**src/sv/cdpc_pkg.sv**
```systemverilog
// Shared widths, register indexes and reset values for the color distance classifier.
// No dependencies; imported by the top level.
package cdpc_pkg;

  localparam int CHAN_W    = 8;   // one color channel
  localparam int SUM_W     = 10;  // r+g+b+1, at most 766
  localparam int THR_W     = 10;  // distance threshold register
  localparam int PROD_W    = 18;  // channel times a color sum
  localparam int ACC_W     = 20;  // sum of three product differences
  localparam int IT_W      = 20;  // pixel sum times target sum
  localparam int ACC255_W  = 28;  // accumulated distance times 255
  localparam int THR_IT_W  = 30;  // threshold times both sums
  localparam int ADDR_W    = 5;
  localparam int DATA_W    = 32;

  typedef enum logic [2:0] {
    REG_TARGET_RED   = 3'd0,
    REG_TARGET_GREEN = 3'd1,
    REG_TARGET_BLUE  = 3'd2,
    REG_DIST_THRESH  = 3'd3,
    REG_NORM_MODE    = 3'd4
  } reg_idx_t;

  localparam logic [CHAN_W-1:0] TARGET_RED_RST   = 8'd255;
  localparam logic [CHAN_W-1:0] TARGET_GREEN_RST = 8'd0;
  localparam logic [CHAN_W-1:0] TARGET_BLUE_RST  = 8'd0;
  localparam logic [THR_W-1:0]  DIST_THRESH_RST  = 10'd200;
  localparam logic              NORM_MODE_RST    = 1'b1;

endpackage

```
**src/sv/color_distance_pixel_classifier_top.sv**
```systemverilog
// Top level of the color distance pixel classifier: register port, input skid stage
// and a four-stage compare pipeline. Depends on cdpc_pkg.
//
// Usage: one RGB pixel item enters on in_valid/in_stall; one result item (match bit
// and output pixel) leaves on out_valid/out_stall. The output pixel is the target
// color when the pixel matches and black otherwise. The target color, threshold and
// mode live in five APB registers; the user must write them only while the
// pipeline is empty, which the block itself does not enforce. Throughput is one
// item per cycle while the receiver does not stall. The pipeline has three compute
// stages (sums and raw distance, the cross products, the accumulation and threshold
// product) followed by the output register that holds the final compare.
// When the receiver stalls while a result is waiting, the whole pipeline freezes
// in place. An item that arrives in that same cycle is caught in a one-entry skid
// register, so in_stall is a plain flop and never depends combinationally on
// out_stall. The skid entry drains first once the output moves again.
// Reset (synchronous, active high) empties the pipeline and the skid register and
// loads the registers with their reset values: target pure red, threshold 200,
// normalized mode.
module color_distance_pixel_classifier_top
  import cdpc_pkg::*;
(
  input  logic              clk,
  input  logic              rst,
  // APB register port
  input  logic              psel,
  input  logic              penable,
  input  logic              pwrite,
  input  logic [ADDR_W-1:0] paddr,
  input  logic [DATA_W-1:0] pwdata,
  output logic [DATA_W-1:0] prdata,
  output logic              pready,
  // Pixel input channel
  input  logic              in_valid,
  output logic              in_stall,
  input  logic [CHAN_W-1:0] pix_red,
  input  logic [CHAN_W-1:0] pix_green,
  input  logic [CHAN_W-1:0] pix_blue,
  // Result channel
  output logic              out_valid,
  input  logic              out_stall,
  output logic [CHAN_W-1:0] out_red,
  output logic [CHAN_W-1:0] out_green,
  output logic [CHAN_W-1:0] out_blue,
  output logic              match
);

  // ---------------------------------------------------------------------------
  // Configuration registers
  // ---------------------------------------------------------------------------
  logic [CHAN_W-1:0] target_red, target_green, target_blue;
  logic [THR_W-1:0]  dist_threshold;
  logic              normalize_mode;
  logic              cfg_wr;
  reg_idx_t          cfg_idx;

  assign pready  = 1'b1;
  assign cfg_wr  = psel && penable && pwrite && pready;
  // Low address bits are ignored; indexes beyond the last register are dropped.
  assign cfg_idx = reg_idx_t'(paddr[ADDR_W-1:2]);

  always_ff @(posedge clk) begin
    if (rst) begin
      target_red     <= TARGET_RED_RST;
      target_green   <= TARGET_GREEN_RST;
      target_blue    <= TARGET_BLUE_RST;
      dist_threshold <= DIST_THRESH_RST;
      normalize_mode <= NORM_MODE_RST;
    end else if (cfg_wr) begin
      unique case (cfg_idx)
        REG_TARGET_RED:   target_red     <= pwdata[CHAN_W-1:0];
        REG_TARGET_GREEN: target_green   <= pwdata[CHAN_W-1:0];
        REG_TARGET_BLUE:  target_blue    <= pwdata[CHAN_W-1:0];
        REG_DIST_THRESH:  dist_threshold <= pwdata[THR_W-1:0];
        REG_NORM_MODE:    normalize_mode <= pwdata[0];
        default: ;
      endcase
    end
  end

  always_comb begin
    prdata = '0;
    unique case (cfg_idx)
      REG_TARGET_RED:   prdata = DATA_W'(target_red);
      REG_TARGET_GREEN: prdata = DATA_W'(target_green);
      REG_TARGET_BLUE:  prdata = DATA_W'(target_blue);
      REG_DIST_THRESH:  prdata = DATA_W'(dist_threshold);
      REG_NORM_MODE:    prdata = DATA_W'(normalize_mode);
      default:          prdata = '0;
    endcase
  end

  // ---------------------------------------------------------------------------
  // Pipeline advance and input skid register
  // ---------------------------------------------------------------------------
  // The whole pipeline moves unless a finished result is held by the receiver.
  logic              adv;
  logic              skid_valid;
  logic [CHAN_W-1:0] skid_red, skid_green, skid_blue;
  logic              src_valid;
  logic [CHAN_W-1:0] src_red, src_green, src_blue;

  assign adv      = !(out_valid && out_stall);
  assign in_stall = skid_valid;

  always_ff @(posedge clk) begin
    if (rst) begin
      skid_valid <= 1'b0;
    end else if (adv) begin
      skid_valid <= 1'b0;
    end else if (in_valid && !skid_valid) begin
      skid_valid <= 1'b1;
    end
  end

  always_ff @(posedge clk) begin
    if (!adv && in_valid && !skid_valid) begin
      skid_red   <= pix_red;
      skid_green <= pix_green;
      skid_blue  <= pix_blue;
    end
  end

  // The skid entry, when present, goes first; the input is stalled meanwhile.
  assign src_valid = skid_valid || in_valid;
  assign src_red   = skid_valid ? skid_red   : pix_red;
  assign src_green = skid_valid ? skid_green : pix_green;
  assign src_blue  = skid_valid ? skid_blue  : pix_blue;

  function automatic logic [CHAN_W-1:0] diff8(input logic [CHAN_W-1:0] a,
                                              input logic [CHAN_W-1:0] b);
    return (a >= b) ? (a - b) : (b - a);
  endfunction

  function automatic logic [PROD_W-1:0] diffp(input logic [PROD_W-1:0] a,
                                              input logic [PROD_W-1:0] b);
    return (a >= b) ? (a - b) : (b - a);
  endfunction

  // ---------------------------------------------------------------------------
  // Stage 1: color sums and the raw L1 compare
  // ---------------------------------------------------------------------------
  logic              v1;
  logic [CHAN_W-1:0] r1, g1, b1;
  logic [SUM_W-1:0]  isum1, tsum1;
  logic              raw_match1;
  logic [SUM_W-1:0]  raw_dist;

  assign raw_dist = SUM_W'(diff8(src_red, target_red))
                  + SUM_W'(diff8(src_green, target_green))
                  + SUM_W'(diff8(src_blue, target_blue));

  always_ff @(posedge clk) begin
    if (rst) begin
      v1 <= 1'b0;
    end else if (adv) begin
      v1 <= src_valid;
    end
  end

  always_ff @(posedge clk) begin
    if (adv) begin
      r1         <= src_red;
      g1         <= src_green;
      b1         <= src_blue;
      isum1      <= SUM_W'(src_red) + SUM_W'(src_green) + SUM_W'(src_blue) + SUM_W'(1);
      tsum1      <= SUM_W'(target_red) + SUM_W'(target_green) + SUM_W'(target_blue)
                  + SUM_W'(1);
      raw_match1 <= raw_dist < dist_threshold;
    end
  end

  // ---------------------------------------------------------------------------
  // Stage 2: cross products c*T and t*I, and I*T
  // ---------------------------------------------------------------------------
  logic              v2;
  logic [PROD_W-1:0] cr2, cg2, cb2, tr2, tg2, tb2;
  logic [IT_W-1:0]   it2;
  logic              raw_match2;

  always_ff @(posedge clk) begin
    if (rst) begin
      v2 <= 1'b0;
    end else if (adv) begin
      v2 <= v1;
    end
  end

  always_ff @(posedge clk) begin
    if (adv) begin
      cr2        <= PROD_W'(r1) * PROD_W'(tsum1);
      cg2        <= PROD_W'(g1) * PROD_W'(tsum1);
      cb2        <= PROD_W'(b1) * PROD_W'(tsum1);
      tr2        <= PROD_W'(target_red)   * PROD_W'(isum1);
      tg2        <= PROD_W'(target_green) * PROD_W'(isum1);
      tb2        <= PROD_W'(target_blue)  * PROD_W'(isum1);
      it2        <= IT_W'(isum1) * IT_W'(tsum1);
      raw_match2 <= raw_match1;
    end
  end

  // ---------------------------------------------------------------------------
  // Stage 3: accumulated chromaticity distance and threshold*I*T
  // ---------------------------------------------------------------------------
  logic                v3;
  logic [ACC_W-1:0]    acc3;
  logic [THR_IT_W-1:0] thr_it3;
  logic                raw_match3;

  always_ff @(posedge clk) begin
    if (rst) begin
      v3 <= 1'b0;
    end else if (adv) begin
      v3 <= v2;
    end
  end

  always_ff @(posedge clk) begin
    if (adv) begin
      acc3       <= ACC_W'(diffp(cr2, tr2)) + ACC_W'(diffp(cg2, tg2))
                  + ACC_W'(diffp(cb2, tb2));
      thr_it3    <= THR_IT_W'(dist_threshold) * THR_IT_W'(it2);
      raw_match3 <= raw_match2;
    end
  end

  // ---------------------------------------------------------------------------
  // Output register: 255*acc < thr*I*T in normalized mode, raw compare otherwise
  // ---------------------------------------------------------------------------
  logic [ACC255_W-1:0] acc255;
  logic                norm_match;
  logic                match_next;

  assign acc255     = (ACC255_W'(acc3) << 8) - ACC255_W'(acc3);
  assign norm_match = THR_IT_W'(acc255) < thr_it3;
  assign match_next = normalize_mode ? norm_match : raw_match3;

  always_ff @(posedge clk) begin
    if (rst) begin
      out_valid <= 1'b0;
    end else if (adv) begin
      out_valid <= v3;
    end
  end

  always_ff @(posedge clk) begin
    if (adv) begin
      match     <= match_next;
      out_red   <= match_next ? target_red   : '0;
      out_green <= match_next ? target_green : '0;
      out_blue  <= match_next ? target_blue  : '0;
    end
  end

endmodule
```
**config.mk**
```make
export PLATFORM = sky130hd
export DESIGN_NAME = color_distance_pixel_classifier_top
export DESIGN_NICKNAME = d
export VERILOG_FILES = /design/src/sv/cdpc_pkg.sv /design/src/sv/color_distance_pixel_classifier_top.sv
export SDC_FILE = /design/constraint.sdc
export NUM_CORES = 2
export LEC_CHECK = 0
export BUFFER_PORTS_ARGS = -buffer_cell sky130_fd_sc_hd__buf_4
export CAP_MARGIN = 30
export CORE_MARGIN = 1.5
export CORE_UTILIZATION = 65
export DETAILED_ROUTE_END_ITERATION = 10
export PLACE_DENSITY = 0.88
export SYNTH_ARGS = -nofsm -noshare
export SYNTH_HDL_FRONTEND = slang
export SYNTH_SLANG_ARGS = --single-unit
```
**constraint.sdc**
```tcl
create_clock -name clk -period 18.5 [get_ports clk]
set_input_delay 0.925 -clock clk [delete_from_list [all_inputs] [get_ports clk]]
set_output_delay 0.925 -clock clk [all_outputs]
set_load 0.05 [all_outputs]
```
==> results.md <==
Outcome:
- The flow ran to the end, and the final reports show no timing, DRC or antenna violations.

Detailed routing:
- The detailed router placed 35869 vias in this run.
- The final layout contains routed wiring with a total length of 118000 microns.
- The average wire length per cell after detail routing is 19.8 microns.
- The first-iteration detailed-routing DRC count is 2855.
- The first TritonRoute pass finished after 7 iterations.
- The number of vias per cell is 6.01.
- The count of antenna-violating nets left after detailed routing is 0.
- In the routed design, unresolved DRC markers number 0.

Clock network:
- For this design, the CTS-stage hold fixing added 0 buffers.
- The number of sinks on the clock net is 314.
- The cell sitting at the root of the clock tree is a sky130_fd_sc_hd__clkbuf_16.
- After clock tree synthesis, the clock-pin slew on the worst setup and hold paths is 0.07 ns.
- In this run, post-CTS repair resized a total of 0 instances.
- The TritonCTS clock tree is yes.
- No sink is reached through more buffers than the 3 on the longest clock path.
- The clock insertion delay at the later pin of the skew report is 0.60 ns.
- The deepest level of the CTS H-tree is 2.
- After clock tree synthesis, the setup repair step added 0 buffers.
- The number of clock buffers inserted by TritonCTS is 39.

STA:
- The max-slew violation count was 0.
- The worst-margin pin slew is 1.06 ns.
- In this run the tightest slew margin relative to its limit is between 20 and 30%.
- Setup repair after global routing left no endpoint under its margin.
- The clock skew after layout is 0.0309 ns.
- The ratio of final minimum period to clock period is 34.7%.
- Derived from the worst setup path, the maximum achievable clock frequency is 156 MHz.
- For the final routed database, the setup TNS stands at 0 ns.
- Setup violations remaining at the end of the flow were counted as 0.
- The minimum clock period after layout is 6.42 ns.
- The number of failing hold endpoints at the final stage was 0.
- Once routing completed, OpenROAD measured the worst setup slack at 12.08 ns.

Global route:
- Entering global routing, the biggest net connects just over 80 pins.
- The first global-routing pass estimated 191000 microns of wire.
- The total congestion overflow is 0.
- The global-route usage over all layers is 32.5%.
- The initial antenna violation count came to 0.
- The number of global-route vias before repair is 37806.

Synthesis:
- In this run, synthesis produced a sequential element count of 314.
- The count of unique library cells instantiated by Yosys is 76.
- Yosys mapped a number of flops with a built-in enable equal to 274.
- In this run the biggest area consumer among cell types represents 23.5% of the synthesized area.
- Ranked by total cell area, the synthesized netlist is headed by sky130_fd_sc_hd__fa_1 (23%), sky130_fd_sc_hd__edfxtp_1 (18%), sky130_fd_sc_hd__ha_1 (16%).
- The part of the Yosys area used for sequential elements is 19.3%.
- The share of flip-flops with an asynchronous set or reset after synthesis is 0%.
- The commonest cells after synthesis are sky130_fd_sc_hd__inv_1 (860), sky130_fd_sc_hd__ha_1 (591), sky130_fd_sc_hd__fa_1 (548), sky130_fd_sc_hd__nand2_1 (533), sky130_fd_sc_hd__and2_1 (406).
- The number of synthesis warnings is 0.
- The most repeated cell in the gate-level netlist after synthesis is sky130_fd_sc_hd__inv_1.
- sky130_fd_sc_hd__fa_1 takes more of the synthesized area than any other cell.
- The most used flip-flop cell after synthesis is sky130_fd_sc_hd__edfxtp_1.
- The number of cells produced by synthesis is around 5000.
- The mean cell area of the mapped netlist is 9.33 sq um.
- The mapped netlist covers 46800 sq um.

Layout:
- The filler cell count is 5139.
- Compared with the post-synthesis result, the final layout area differs by 5.83%.
- The final layout net count is 6193.
- The fraction of layout cells with a size suffix above 1 is 5.76%.
- The area used by sequential logic in the layout is 9030 sq um.
- The multi-input logic area is 33600 sq um.
- For this run, the number of standard cells in the final layout without fillers is 5968.

Setup path:
- The launching element type of the critical path is a flip-flop.
- The slowest stage of the critical path belongs to the cell sky130_fd_sc_hd__a2111oi_2.
- Data on the critical path is required at its endpoint by 18.95 ns.
- The most numerous cell type found on the critical path is sky130_fd_sc_hd__a21o_1.
- Of all nets on the critical path, the largest fanout is 27.
- The critical path is of the reg -> reg type.
- Traced cell by cell, the critical path runs through buf_4 > mux2i_1 > inv_1 > fa_1 > a21o_1 > a2111oi_2 > o31ai_4 > mux2i_1 > o41ai_1 > a41oi_1 > nor2_1 > xnor2_1 > fa_1 > inv_1 > ha_1 > a21o_1 > a21o_1 > xor2_1 > ha_1 > a21oi_1 > o21ai_0 > a31oi_1.
- The worst endpoint data arrival time is 6.86 ns.
- The endpoint class of the critical path is a flip-flop.
- For this run, the slowest stage of the critical path takes 0.67 ns.

Placement:
- The placed wire-length estimate after detailed placement is 90000 microns.
- The count of buffers added on input and output ports is 80.
- The global placement routability congestion is between 0.9 and 1.
- The number of placed instances with taps included is slightly below 6000.
- The worst setup slack after placement is 11.94 ns.

Floorplan:
- The die is 271 microns wide.
- The area of the placeable core is 71400 sq um.
- The initial core utilization is between 60% and 70%.
- The die area is 73600 sq um.
- The chip height is between 200 and 300 microns.
- The count of standard-cell rows is 98.
- 128 I/O pins were placed.

Worst hold path:
- The type of the most critical hold path is reg -> reg.

Run:
- The total of max-cap violations is 0.
-- placed cells by master (no fill, tap or decap), types with 28 or more instances in the layout --
| cell | instances |
|---|---|
| sky130_fd_sc_hd__xnor2_1 | 170 |
| sky130_fd_sc_hd__and2_1 | 406 |
| sky130_fd_sc_hd__a21oi_1 | 212 |
| sky130_fd_sc_hd__nor2_1 | 131 |
| sky130_fd_sc_hd__nand3_1 | 43 |
| sky130_fd_sc_hd__fa_1 | 548 |
| sky130_fd_sc_hd__o21bai_1 | 36 |
| sky130_fd_sc_hd__a31o_2 | 37 |
| sky130_fd_sc_hd__dfxtp_1 | 40 |
| sky130_fd_sc_hd__nor3b_1 | 29 |
| sky130_fd_sc_hd__nor2b_1 | 41 |
| sky130_fd_sc_hd__edfxtp_1 | 274 |
| sky130_fd_sc_hd__or3_1 | 30 |
| sky130_fd_sc_hd__o21a_1 | 28 |
| sky130_fd_sc_hd__nand2_1 | 532 |
| sky130_fd_sc_hd__inv_1 | 860 |
| sky130_fd_sc_hd__buf_4 | 138 |
| sky130_fd_sc_hd__ha_1 | 591 |
| sky130_fd_sc_hd__nor3_1 | 53 |
| sky130_fd_sc_hd__a211oi_1 | 31 |
| sky130_fd_sc_hd__clkbuf_16 | 42 |
| sky130_fd_sc_hd__a21o_1 | 110 |
| sky130_fd_sc_hd__xor2_1 | 70 |
| sky130_fd_sc_hd__and3_1 | 32 |
| sky130_fd_sc_hd__o21ai_0 | 113 |
| sky130_fd_sc_hd__mux2i_1 | 96 |
-- layout make-up --
class | count | area share [%]
timing repair buffer | 140 | 2.16
inverter | 860 | 6.52
tap | 950 | 2.40
antenna | 2 | 0.0101
multi-input combinational | 3631 | 67.9
sequential | 314 | 18.2
clock buffer | 47 | 2.17
clock inverter | 24 | 0.554
-- metrics by stage --
step	utilization, %	hold slack (ns)	area (sq um)
after floorplan	-	0.400	46800
after global placement	67.4	0.404	48100
after detailed placement	67.4	0.405	48100
after CTS	69.3	0.457	49400
after global routing	69.3	0.473	49500
final	69.4	0.455	49500
-- flip-flops by register name, summed over array words and instances, names as in the netlist, 10 cells and up --
register,count
acc3,20
cb2,18
cg2,18
cr2,18
dist_threshold,10
isum1,10
it2,20
tb2,18
tg2,18
thr_it3,30
tr2,18
tsum1,10
-- final timing paths --
| path | to | start | slack (ns) | cells after the start |
|---|---|---|---|---|
| worst max-delay path | raw_match1$_DFFE_PN_ | in_stall$_SDFFE_PP0P_ | 12.08 | 22 |
| worst min-delay path | dist_threshold[2]$_SDFFE_PP0P_ | dist_threshold[2]$_SDFFE_PP0P_ | 0.46 | 2 |
| worst max register to register | raw_match1$_DFFE_PN_ | in_stall$_SDFFE_PP0P_ | 12.08 | 22 |
| worst min register to register | dist_threshold[2]$_SDFFE_PP0P_ | dist_threshold[2]$_SDFFE_PP0P_ | 0.46 | 2 |
-- critical path, delay by kind of cell, from the launching register on --
family                     cells  cell delay, ns
buffers and inverters          3            0.69
xor gates and xnor gates       2            0.32
adders and majority gates      4            1.61
and+or+nand+nor                1            0.19
AOI/OAI and AO/OA             10            2.47
muxes                          2            0.65
DFF                            1            0.31
-- cells by family after synthesis --
group                      after synthesis  synth area share, %
and+or+nand+nor                       1384                 14.8
DFF                                    314                 19.3
muxes                                  114                 2.66
xor gates and xnor gates               240                 4.49
other                                    2               0.0161
AOI/OAI and AO/OA                      731                 10.4
buffers and inverters                 1086                 9.02
adders and majority gates             1139                 39.3
-- per-layer routing --
| layer | share of wire [%] | wire length, microns | vias to the layer above | track usage [%] |
|---|---|---|---|---|
| li1 | - | - | 16219 | - |
| met1 | 37 | 43600 | 17477 | 38.5 |
| met2 | 48 | 57200 | 1723 | 56.0 |
| met3 | 8.3 | 9800 | 450 | 5.25 |
| met4 | 6.5 | 7670 | 0 | 18.9 |
| met5 | 0 | 0 | - | 0 |
Power is left out: the tool's default activity adds up to more than one toggle a clock period on the data nets, which glitch-free logic cannot reach.
